$ cat src/rtl/core/kmp_substring_matcher_core_defines.svh
// ----------------------------------------------------------------------------
// kmp_substring_matcher_core_defines
// Assertion macros shared by the matcher RTL.
// ----------------------------------------------------------------------------
`ifndef KMP_SUBSTRING_MATCHER_CORE_DEFINES_SVH
`define KMP_SUBSTRING_MATCHER_CORE_DEFINES_SVH

// same-cycle implication, disabled while reset is asserted
`define KMP_ASSERT_NOW(label, ante, cons, msg) \
    label: assert property (@(posedge i_clk) disable iff (!i_rst_n) \
        (ante) |-> (cons)) else $error(msg);

// next-cycle implication, disabled while reset is asserted
`define KMP_ASSERT_NEXT(label, ante, cons, msg) \
    label: assert property (@(posedge i_clk) disable iff (!i_rst_n) \
        (ante) |=> (cons)) else $error(msg);

`endif

$ cat src/rtl/core/kmp_pkg.sv
// ----------------------------------------------------------------------------
// kmp_pkg
// Request and status codes and the control bundle for the matcher cell chain.
// ----------------------------------------------------------------------------
package kmp_pkg;

    localparam int SYM_BITS     = 8;
    localparam int POS_OUT_BITS = 32;
    localparam int HIT_GROUP    = 16;   // cells per first-level hit OR

    typedef enum logic [1:0] {
        REQ_CLEAR  = 2'd0,
        REQ_APPEND = 2'd1,
        REQ_TEXT   = 2'd2,
        REQ_END    = 2'd3
    } t_req;

    typedef enum logic [2:0] {
        ST_ACCEPTED  = 3'd0,
        ST_SEARCHING = 3'd1,
        ST_FOUND     = 3'd2,
        ST_NOMATCH   = 3'd3,
        ST_FULL      = 3'd4
    } t_status;

    typedef struct packed {
        logic                clear;    // drop pattern and match state
        logic                append;   // load symbol into the cell after the tail
        logic                step;     // advance match state by one text symbol
        logic                tail0;    // pattern empty: virtual cell 0 is the tail
        logic [SYM_BITS-1:0] symbol;
    } t_chain_ctrl;

endpackage

$ cat src/rtl/core/kmp_cell.sv
// ----------------------------------------------------------------------------
// kmp_cell
// One pattern position: stored byte, prefix-matched bit and tail token.
// ----------------------------------------------------------------------------
module kmp_cell
    import kmp_pkg::*;
(
    input  logic        i_clk,
    input  logic        i_rst_n,
    input  t_chain_ctrl i_ctrl,
    input  logic        i_act_prev,   // prefix one shorter matched so far
    input  logic        i_tail_prev,  // previous cell holds the last pattern byte
    output logic        o_act,
    output logic        o_tail,
    output logic        o_hit         // full pattern matched on this step
);

    logic [SYM_BITS-1:0] r_sym;
    logic                r_act;
    logic                r_tail;
    logic                w_ext;

    // prefix extends by this cell's byte
    assign w_ext  = i_act_prev && (r_sym == i_ctrl.symbol);
    assign o_hit  = w_ext && r_tail;
    assign o_act  = r_act;
    assign o_tail = r_tail;

    always_ff @(posedge i_clk) begin
        if (!i_rst_n) begin
            r_act  <= 1'b0;
            r_tail <= 1'b0;
        end else if (i_ctrl.clear) begin
            r_act  <= 1'b0;
            r_tail <= 1'b0;
        end else if (i_ctrl.append) begin
            r_tail <= i_tail_prev;
        end else if (i_ctrl.step) begin
            r_act  <= w_ext;
        end
    end

    // pattern byte: no reset, only read once written
    always_ff @(posedge i_clk) begin
        if (i_ctrl.append && i_tail_prev) begin
            r_sym <= i_ctrl.symbol;
        end
    end

endmodule

$ cat src/rtl/core/kmp_chain.sv
// ----------------------------------------------------------------------------
// kmp_chain
// Row of pattern cells plus a registered first level of the hit OR tree.
// ----------------------------------------------------------------------------
module kmp_chain
    import kmp_pkg::*;
#(
    parameter int PATTERN_MAX = 255
) (
    input  logic                  i_clk,
    input  logic                  i_rst_n,
    input  t_chain_ctrl           i_ctrl,
    // per-group hit, registered; one bit per HIT_GROUP cells
    output logic [(PATTERN_MAX + HIT_GROUP - 1) / HIT_GROUP - 1:0] o_grp
);

    localparam int GROUPS = (PATTERN_MAX + HIT_GROUP - 1) / HIT_GROUP;
    localparam int PAD    = GROUPS * HIT_GROUP;

    logic [PATTERN_MAX:0]   w_act;   // index 0 is the empty prefix
    logic [PATTERN_MAX:0]   w_tail;
    logic [PAD-1:0]         w_hit;
    logic [GROUPS-1:0]      r_grp;

    assign w_act[0]  = 1'b1;
    assign w_tail[0] = i_ctrl.tail0;

    generate
        for (genvar k = 1; k <= PATTERN_MAX; k++) begin : g_cell
            kmp_cell u_cell (
                .i_clk       (i_clk),
                .i_rst_n     (i_rst_n),
                .i_ctrl      (i_ctrl),
                .i_act_prev  (w_act[k-1]),
                .i_tail_prev (w_tail[k-1]),
                .o_act       (w_act[k]),
                .o_tail      (w_tail[k]),
                .o_hit       (w_hit[k-1])
            );
        end
        if (PAD > PATTERN_MAX) begin : g_pad
            assign w_hit[PAD-1:PATTERN_MAX] = '0;
        end
    endgenerate

    always_ff @(posedge i_clk) begin
        if (i_ctrl.step) begin
            for (int g = 0; g < GROUPS; g++) begin
                r_grp[g] <= |w_hit[g*HIT_GROUP +: HIT_GROUP];
            end
        end
    end

    assign o_grp = r_grp;

endmodule

$ cat src/rtl/core/kmp_substring_matcher_core.sv
// ----------------------------------------------------------------------------
// kmp_substring_matcher_core
// Flow: the accept cycle updates the cell row; in S_FIN the registered hit
//   groups are ORed and the result is formed, waiting while m_axis stalls.
//   No new input beat is taken until that result enters the output register.
// Reset: synchronous, active low; empty pattern, search state cleared.
// ----------------------------------------------------------------------------
//
// Search runs as a shift-and row of PATTERN_MAX cells. Cell k holds pattern
// byte k and a bit saying that pattern bytes 1..k match the latest text
// bytes. A one-hot tail token marks the last pattern byte; a text step whose
// prefix reaches the tail cell is a complete match. This tracks the same set
// of matched prefixes as a failure-link walk, so the first match position is
// identical, including appends that extend a running search.
//
// Cells past the tail can only pick up a matched bit after the tail cell
// matched, which closes the search, so their unwritten bytes never matter.
module kmp_substring_matcher_core
    import kmp_pkg::*;
#(
    parameter int PATTERN_MAX   = 255,
    parameter int POSITION_BITS = 32
) (
    input  logic        i_clk,
    input  logic        i_rst_n,
    // input beats
    input  logic        s_axis_tvalid,
    output logic        s_axis_tready,
    input  logic [7:0]  s_axis_tdata,   // [7:0] symbol
    input  logic [7:0]  s_axis_tuser,   // [1:0] req_type, [7:2] unused
    // result beats
    output logic        m_axis_tvalid,
    input  logic        m_axis_tready,
    output logic [31:0] m_axis_tdata,   // [31:0] match_position
    output logic [7:0]  m_axis_tuser    // [2:0] status, [7:3] zero
);

    `include "kmp_substring_matcher_core_defines.svh"

    localparam int LW     = $clog2(PATTERN_MAX + 1);
    localparam int GROUPS = (PATTERN_MAX + HIT_GROUP - 1) / HIT_GROUP;
    localparam int PW     = (POSITION_BITS > POS_OUT_BITS) ? POSITION_BITS : POS_OUT_BITS;

    typedef enum logic {
        S_IDLE,
        S_FIN
    } t_state;

    t_state                   r_state, n_state;
    logic [LW-1:0]            r_len, n_len;
    logic [POSITION_BITS-1:0] r_tpos, n_tpos;
    logic                     r_found, n_found;
    logic [POS_OUT_BITS-1:0]  r_fpos, n_fpos;
    logic                     r_ended, n_ended;
    t_req                     r_req, n_req;      // request held for the result cycle
    logic                     r_full, n_full;    // append refused
    logic                     r_step, n_step;    // text byte went through the cells
    logic                     r_out_valid, n_out_valid;
    t_status                  r_out_status, n_out_status;
    logic [POS_OUT_BITS-1:0]  r_out_pos, n_out_pos;

    logic                     w_accept;
    t_req                     w_req;
    logic                     w_len_full;
    logic                     w_hit;
    logic [GROUPS-1:0]        w_grp;
    logic [PW-1:0]            w_diff;
    t_chain_ctrl              w_ctrl;

    assign s_axis_tready = (r_state == S_IDLE);
    assign w_accept      = s_axis_tvalid && s_axis_tready;
    assign w_req         = t_req'(s_axis_tuser[1:0]);
    assign w_len_full    = (r_len >= LW'(PATTERN_MAX));

    // chain control comes straight from the accepted beat
    always_comb begin
        w_ctrl        = '0;
        w_ctrl.symbol = s_axis_tdata;
        w_ctrl.tail0  = (r_len == '0);
        w_ctrl.clear  = w_accept && (w_req == REQ_CLEAR);
        w_ctrl.append = w_accept && (w_req == REQ_APPEND) && !w_len_full;
        w_ctrl.step   = w_accept && (w_req == REQ_TEXT) && !r_found && !r_ended
                        && (r_len != '0);
    end

    kmp_chain #(
        .PATTERN_MAX (PATTERN_MAX)
    ) u_chain (
        .i_clk   (i_clk),
        .i_rst_n (i_rst_n),
        .i_ctrl  (w_ctrl),
        .o_grp   (w_grp)
    );

    // start of the match; the low 32 bits are right even if this wraps
    assign w_diff = PW'(r_tpos) - PW'(r_len) + PW'(1);
    assign w_hit  = r_step && (|w_grp);

    always_comb begin
        n_state      = r_state;
        n_len        = r_len;
        n_tpos       = r_tpos;
        n_found      = r_found;
        n_fpos       = r_fpos;
        n_ended      = r_ended;
        n_req        = r_req;
        n_full       = r_full;
        n_step       = r_step;
        n_out_valid  = r_out_valid && !m_axis_tready;
        n_out_status = r_out_status;
        n_out_pos    = r_out_pos;

        unique case (r_state)
            S_IDLE: begin
                if (w_accept) begin
                    n_state = S_FIN;
                    n_req   = w_req;
                    n_full  = 1'b0;
                    n_step  = 1'b0;
                    unique case (w_req)
                        REQ_CLEAR: begin
                            n_len   = '0;
                            n_tpos  = '0;
                            n_found = 1'b0;
                            n_fpos  = '0;
                            n_ended = 1'b0;
                        end
                        REQ_APPEND: begin
                            if (w_len_full) begin
                                n_full = 1'b1;
                            end else begin
                                n_len = r_len + LW'(1);
                            end
                        end
                        REQ_TEXT: begin
                            if (!r_found && !r_ended) begin
                                if (r_len == '0) begin
                                    // empty pattern matches at once
                                    n_found = 1'b1;
                                    n_fpos  = POS_OUT_BITS'(1);
                                end else begin
                                    n_step = 1'b1;
                                    if (r_tpos != '1) begin
                                        n_tpos = r_tpos + POSITION_BITS'(1);
                                    end
                                end
                            end
                        end
                        REQ_END: begin
                            if (!r_found) begin
                                if (r_len == '0) begin
                                    n_found = 1'b1;
                                    n_fpos  = POS_OUT_BITS'(1);
                                end else begin
                                    n_ended = 1'b1;
                                end
                            end
                        end
                        default: ;
                    endcase
                end
            end
            S_FIN: begin
                // wait here until the output register has room
                if (!r_out_valid || m_axis_tready) begin
                    n_state     = S_IDLE;
                    n_out_valid = 1'b1;
                    if (w_hit) begin
                        n_found = 1'b1;
                        n_fpos  = w_diff[POS_OUT_BITS-1:0];
                    end
                    // position register stays zero until a match
                    n_out_pos = w_hit ? w_diff[POS_OUT_BITS-1:0] : r_fpos;
                    unique case (r_req)
                        REQ_CLEAR:  n_out_status = ST_ACCEPTED;
                        REQ_APPEND: n_out_status = r_full ? ST_FULL : ST_ACCEPTED;
                        REQ_TEXT: begin
                            if (r_step) begin
                                n_out_status = w_hit ? ST_FOUND : ST_SEARCHING;
                            end else begin
                                n_out_status = r_found ? ST_FOUND : ST_NOMATCH;
                            end
                        end
                        REQ_END:    n_out_status = r_found ? ST_FOUND : ST_NOMATCH;
                        default:    n_out_status = ST_ACCEPTED;
                    endcase
                end
            end
            default: n_state = S_IDLE;
        endcase
    end

    always_ff @(posedge i_clk) begin
        if (!i_rst_n) begin
            r_state     <= S_IDLE;
            r_len       <= '0;
            r_tpos      <= '0;
            r_found     <= 1'b0;
            r_fpos      <= '0;
            r_ended     <= 1'b0;
            r_out_valid <= 1'b0;
        end else begin
            r_state     <= n_state;
            r_len       <= n_len;
            r_tpos      <= n_tpos;
            r_found     <= n_found;
            r_fpos      <= n_fpos;
            r_ended     <= n_ended;
            r_out_valid <= n_out_valid;
        end
        r_req        <= n_req;
        r_full       <= n_full;
        r_step       <= n_step;
        r_out_status <= n_out_status;
        r_out_pos    <= n_out_pos;
    end

    assign m_axis_tvalid = r_out_valid;
    assign m_axis_tdata  = r_out_pos;
    assign m_axis_tuser  = {5'b0, r_out_status};

    // a search-in-progress reply never carries a position
    `KMP_ASSERT_NOW(a_searching_no_pos, m_axis_tvalid && (m_axis_tuser[2:0] == ST_SEARCHING), m_axis_tdata == '0, "searching result with nonzero position")
    // one beat in flight: no accept in the cycle after an accept
    `KMP_ASSERT_NEXT(a_one_in_flight, w_accept, !s_axis_tready, "input accepted while busy")
    // a found match sticks until a clear
    `KMP_ASSERT_NEXT(a_found_sticky, r_found && !w_ctrl.clear, r_found, "found flag dropped without clear")
    // pattern length never runs past the cell row
    `KMP_ASSERT_NOW(a_len_bound, w_ctrl.append, r_len < LW'(PATTERN_MAX), "append beyond pattern limit")

endmodule

$ cat config.mk
export PLATFORM = sky130hd
export DESIGN_NAME = kmp_substring_matcher_core
export DESIGN_NICKNAME = d
export VERILOG_FILES = /design/src/rtl/core/kmp_pkg.sv /design/src/rtl/core/kmp_cell.sv /design/src/rtl/core/kmp_chain.sv /design/src/rtl/core/kmp_substring_matcher_core.sv
export VERILOG_INCLUDE_DIRS = /design/src /design/src/rtl/core
export SDC_FILE = /design/constraint.sdc
export NUM_CORES = 2
export LEC_CHECK = 0
export BUFFER_PORTS_ARGS = -buffer_cell sky130_fd_sc_hd__buf_4
export CORE_MARGIN = 4
export CORE_UTILIZATION = 40
export DETAILED_ROUTE_END_ITERATION = 12
export SYNTH_ARGS = -nofsm -noshare
export SYNTH_HDL_FRONTEND = slang
export SYNTH_SLANG_ARGS = --single-unit
$ cat constraint.sdc
create_clock -name i_clk -period 4.6 [get_ports i_clk]
set_input_delay 0.46 -clock i_clk [delete_from_list [all_inputs] [get_ports i_clk]]
set_output_delay 0.46 -clock i_clk [all_outputs]
set_load 0.005 [all_outputs]
==> impl_results.md <==
- Status: finished, final reports clean
- Multiplexer share of the synthesized area: 0.000884
- Most instantiated library cell after synthesis: edfxtp_1
- Post-CTS setup repair buffer count: 0
- CTS tree: yes
- H-Tree Depth: 5
- Asr flop ratio synth: 0
- Final hold vios: 0
- GRT Overall Usage: 0.155
- Crit path arrival time: 4.23 ns
- CP max stage cell: a221oi_1
- Crit share post-route: 0.798
- Worst Tran Pin Value: 1.26 ns
- CP top delay family: compound AO/OA/AOI/OAI gates
- Synth Area in XOR/XNOR: 0.164
- VDD IR-drop max: roughly 0.00033 V
- Routed len/inst: 18.1 um
- Critical path class: flop to flop
- Routed wire length: 228000 um
- CTS Buffer Depth: 4
- Endpoints failing setup: 0
- R2r startpoint: r_len[5]
- Area Growth Syn to Fin: 13.4%
- GR Overflow Total: 0
- Largest net degree at the start of global routing: 122
- Gpl congestion: 0.789
- Vias per cell: 5.01
- Die area: 288000 sq um
- Synth area leader: edfxtp_1
- Top cells by area, synth: edfxtp_1 (56%), dfxtp_1 (10%), xor2_1 (9.2%)
- Vertical die dimension: 537 um
- Starting Density: 0.403
- Fin cells: roughly 13000
- # resized after CTS: 0
- Fraction of layout cells with a size suffix above 1: 0.0797
- Via count of the routed design: roughly 63000
- Post-synth EDFFs: 2095
- Synth Flop Type: edfxtp_1
- Post-synthesis sequential area ratio: 0.667
- Vias in the first global route: 65100
- Post-route ant nets: 0
- First-pass GRT wire length: 365000 um
- Top cell by count, worst path: ha_1
- Iter 0 DRT Violations: between 4000 and 5000
- Hold Crit Start: s_axis_tdata[7]
- Port bufs: 50
- Leading cell types by count after synthesis: edfxtp_1 (2095), xor2_1 (1169), nand2_1 (1118)
- HP Class: input port to flop
- Filler cell count: approximately 24000
- Synth Area in Simple Gates: 0.0909
- RSZ-0062 raised after global routing: no
- Min Tclk post-route: 3.67 ns
- FF/Latch Area: 74600 sq um
- Fmax: roughly 0.27 GHz
- Post-Synth Adder-Cell Area: 0.00734
- Post-synthesis cell type count: 63
- Clock Tree Root: clkbuf_16
- CP bufs+invs: 1
- Ports: 62
- Final HPWL DP: 136000 um
- Max cap viols: 0
- Complex-gate fraction of the synthesized area: 0.0419
- Total power: 50.4 mW
- Fin. max-slew vios: 0
- Core Area: 277000 sq um
- Slew HR: 0.154
- Yosys warnings: 0
- Clk Latency, worst-skew pair: 0.84 ns
- Core Util, Final: 0.457
- CP max stage delay: 0.48 ns
- Row cnt: 193
- Synth top area share: 0.562
- Antenna violations before repair: 5
- Startpoint Class: flop
- Syn Area/Cell: 13.1 sq um
- FF+latch count, synth: about 2700
- Combinational family with the most area after synthesis: XOR/XNOR gates
- Crit. End Element: flop
- Fin worst setup slack: 0.927 ns
- Mapped Cells: 8514
- Remaining routing DRC violations: 0
- NumNets Final: 8745
- Clock sink count: 2680
- DP Worst Slack: 0.935 ns
- CP cell instances: inv_1 -> ha_1 -> ha_1 -> and2_1 -> a221oi_1 -> a21oi_1 -> o21ai_0 -> a31oi_1 -> o2111ai_1 -> a211o_1 -> nand3_1
- Worst path required time: between 5 and 6 ns
- Chip Width: 537 um
- Setup TNS: 0 ns
- Inst Count DP: 12100
- Clock Skew: 0.0486 ns
- Cts bufs inserted: 284
- Critical path fanouts, max: 5
- Worst setup path startpoint: r_len[5]
- Cell Area, Synth: 112000 sq um
- Clock slew at reported path FFs: 0.06 ns
- Pwr dens: around 400 nW/um^2
- Area of the multi-input gates: 34100 sq um
- Cts hold-fix bufs: 8
- Lkg Pwr: around 43 nW
- First drt pass iteration count: 6
[per-stage QoR]
step | hold WS, ns | area [sq um]
global route | 0.0146 | 127000
global placement | 0.434 | 118000
detailed placement | 0.440 | 118000
floorplan | 0.425 | 112000
finish | 0.0737 | 127000
CTS | 0.00256 | 127000
[per-layer routing]
metal  routed length [um]  GRT usage  part of all wire  vias to the layer above
met5                   11          0          0.000048                        -
met4                 5680     0.0413             0.025                        2
met3                 8210     0.0212             0.036                      377
met2               107000      0.257              0.47                     1016
met1               107000      0.216              0.47                    31500
li1                     -          -                 -                    30200
[cell families after synthesis]
| family | after synthesis |
|---|---|
| adder cells (fa/ha/maj) | 65 |
| flip-flops | 2680 |
| AND/OR/NAND/NOR | 2116 |
| buffers and inverters | 748 |
| multiplexers | 9 |
| XOR/XNOR | 2090 |
| other | 1 |
| AO/OA/AOI/OAI | 805 |
[worst paths after layout]
check | endpoint | slack [ns] | cells after the start
worst max-delay path | m_axis_tdata[30] | 0.93 | 11
worst min-delay path | u_chain.g_cell[76].u_cell.r_sym[7] | 0.07 | 1
worst max register to register | m_axis_tdata[30] | 0.93 | 11
worst min register to register | u_chain.g_cell[195].u_cell.o_act | 0.44 | 2
[layout make-up]
class / count / share of cell area
Clock buffer: 412 / 0.0635
Sequential cell: 2680 / 0.588
Clock inverter: 98 / 0.00723
Antenna cell: 1 / 0.0000197
Tap cell: 3705 / 0.0365
Timing Repair Buffer: 294 / 0.0261
Multi-Input combinational cell: 5090 / 0.269
Inverter: 310 / 0.00923
[power by group]
part	internal, mW	switching, mW
combinational	0.764	1.42
clock	12.9	9.17
sequential	26.1	0.0128
[cells in the final DEF (no fill, tap or decap), drive strengths merged, types with 12 or more instances in the layout]
| cell type | count |
|---|---|
| a221oi | 21 |
| a21oi | 558 |
| a22oi | 103 |
| buf | 286 |
| clkbuf | 412 |
| edfxtp | 2095 |
| dfxtp | 585 |
| nor2 | 67 |
| nand2 | 1119 |
| nor3 | 14 |
| a22o | 30 |
| or3 | 12 |
| and3 | 173 |
| a21o | 15 |
| nor4 | 357 |
| nand4 | 195 |
| o21ai | 28 |
| clkinv | 67 |
| xnor2 | 921 |
| nor2b | 18 |
| nand3 | 128 |
| bufinv | 13 |
| ha | 64 |
| xor2 | 1169 |
| inv | 325 |
[state kept, by name, summed over array words and instances, names as in the netlist]
| signal | count |
|---|---|
| u_chain.g_cell.u_cell.r_sym | 2040 |
| u_chain.g_cell.u_cell.o_tail | 255 |
| u_chain.g_cell.u_cell.o_act | 254 |
| m_axis_tdata | 32 |
| r_fpos | 32 |
| r_tpos | 32 |
| u_chain.o_grp | 16 |
| r_len | 8 |
| r_out_status | 3 |
| r_req | 2 |
| m_axis_tvalid | 1 |
| r_ended | 1 |
| r_found | 1 |
| r_full | 1 |
| r_state | 1 |
| r_step | 1 |
[worst reg2reg max path, delay by kind of cell (launching register included)]
kind	cells	cell delay, ns
buffers and inverters	1	0.09
AOI/OAI and AO/OA	6	1.98
DFF	1	0.45
adders and majority gates	2	0.66
and+or+nand+nor	2	0.25
Power figures use the tool's default switching activity.
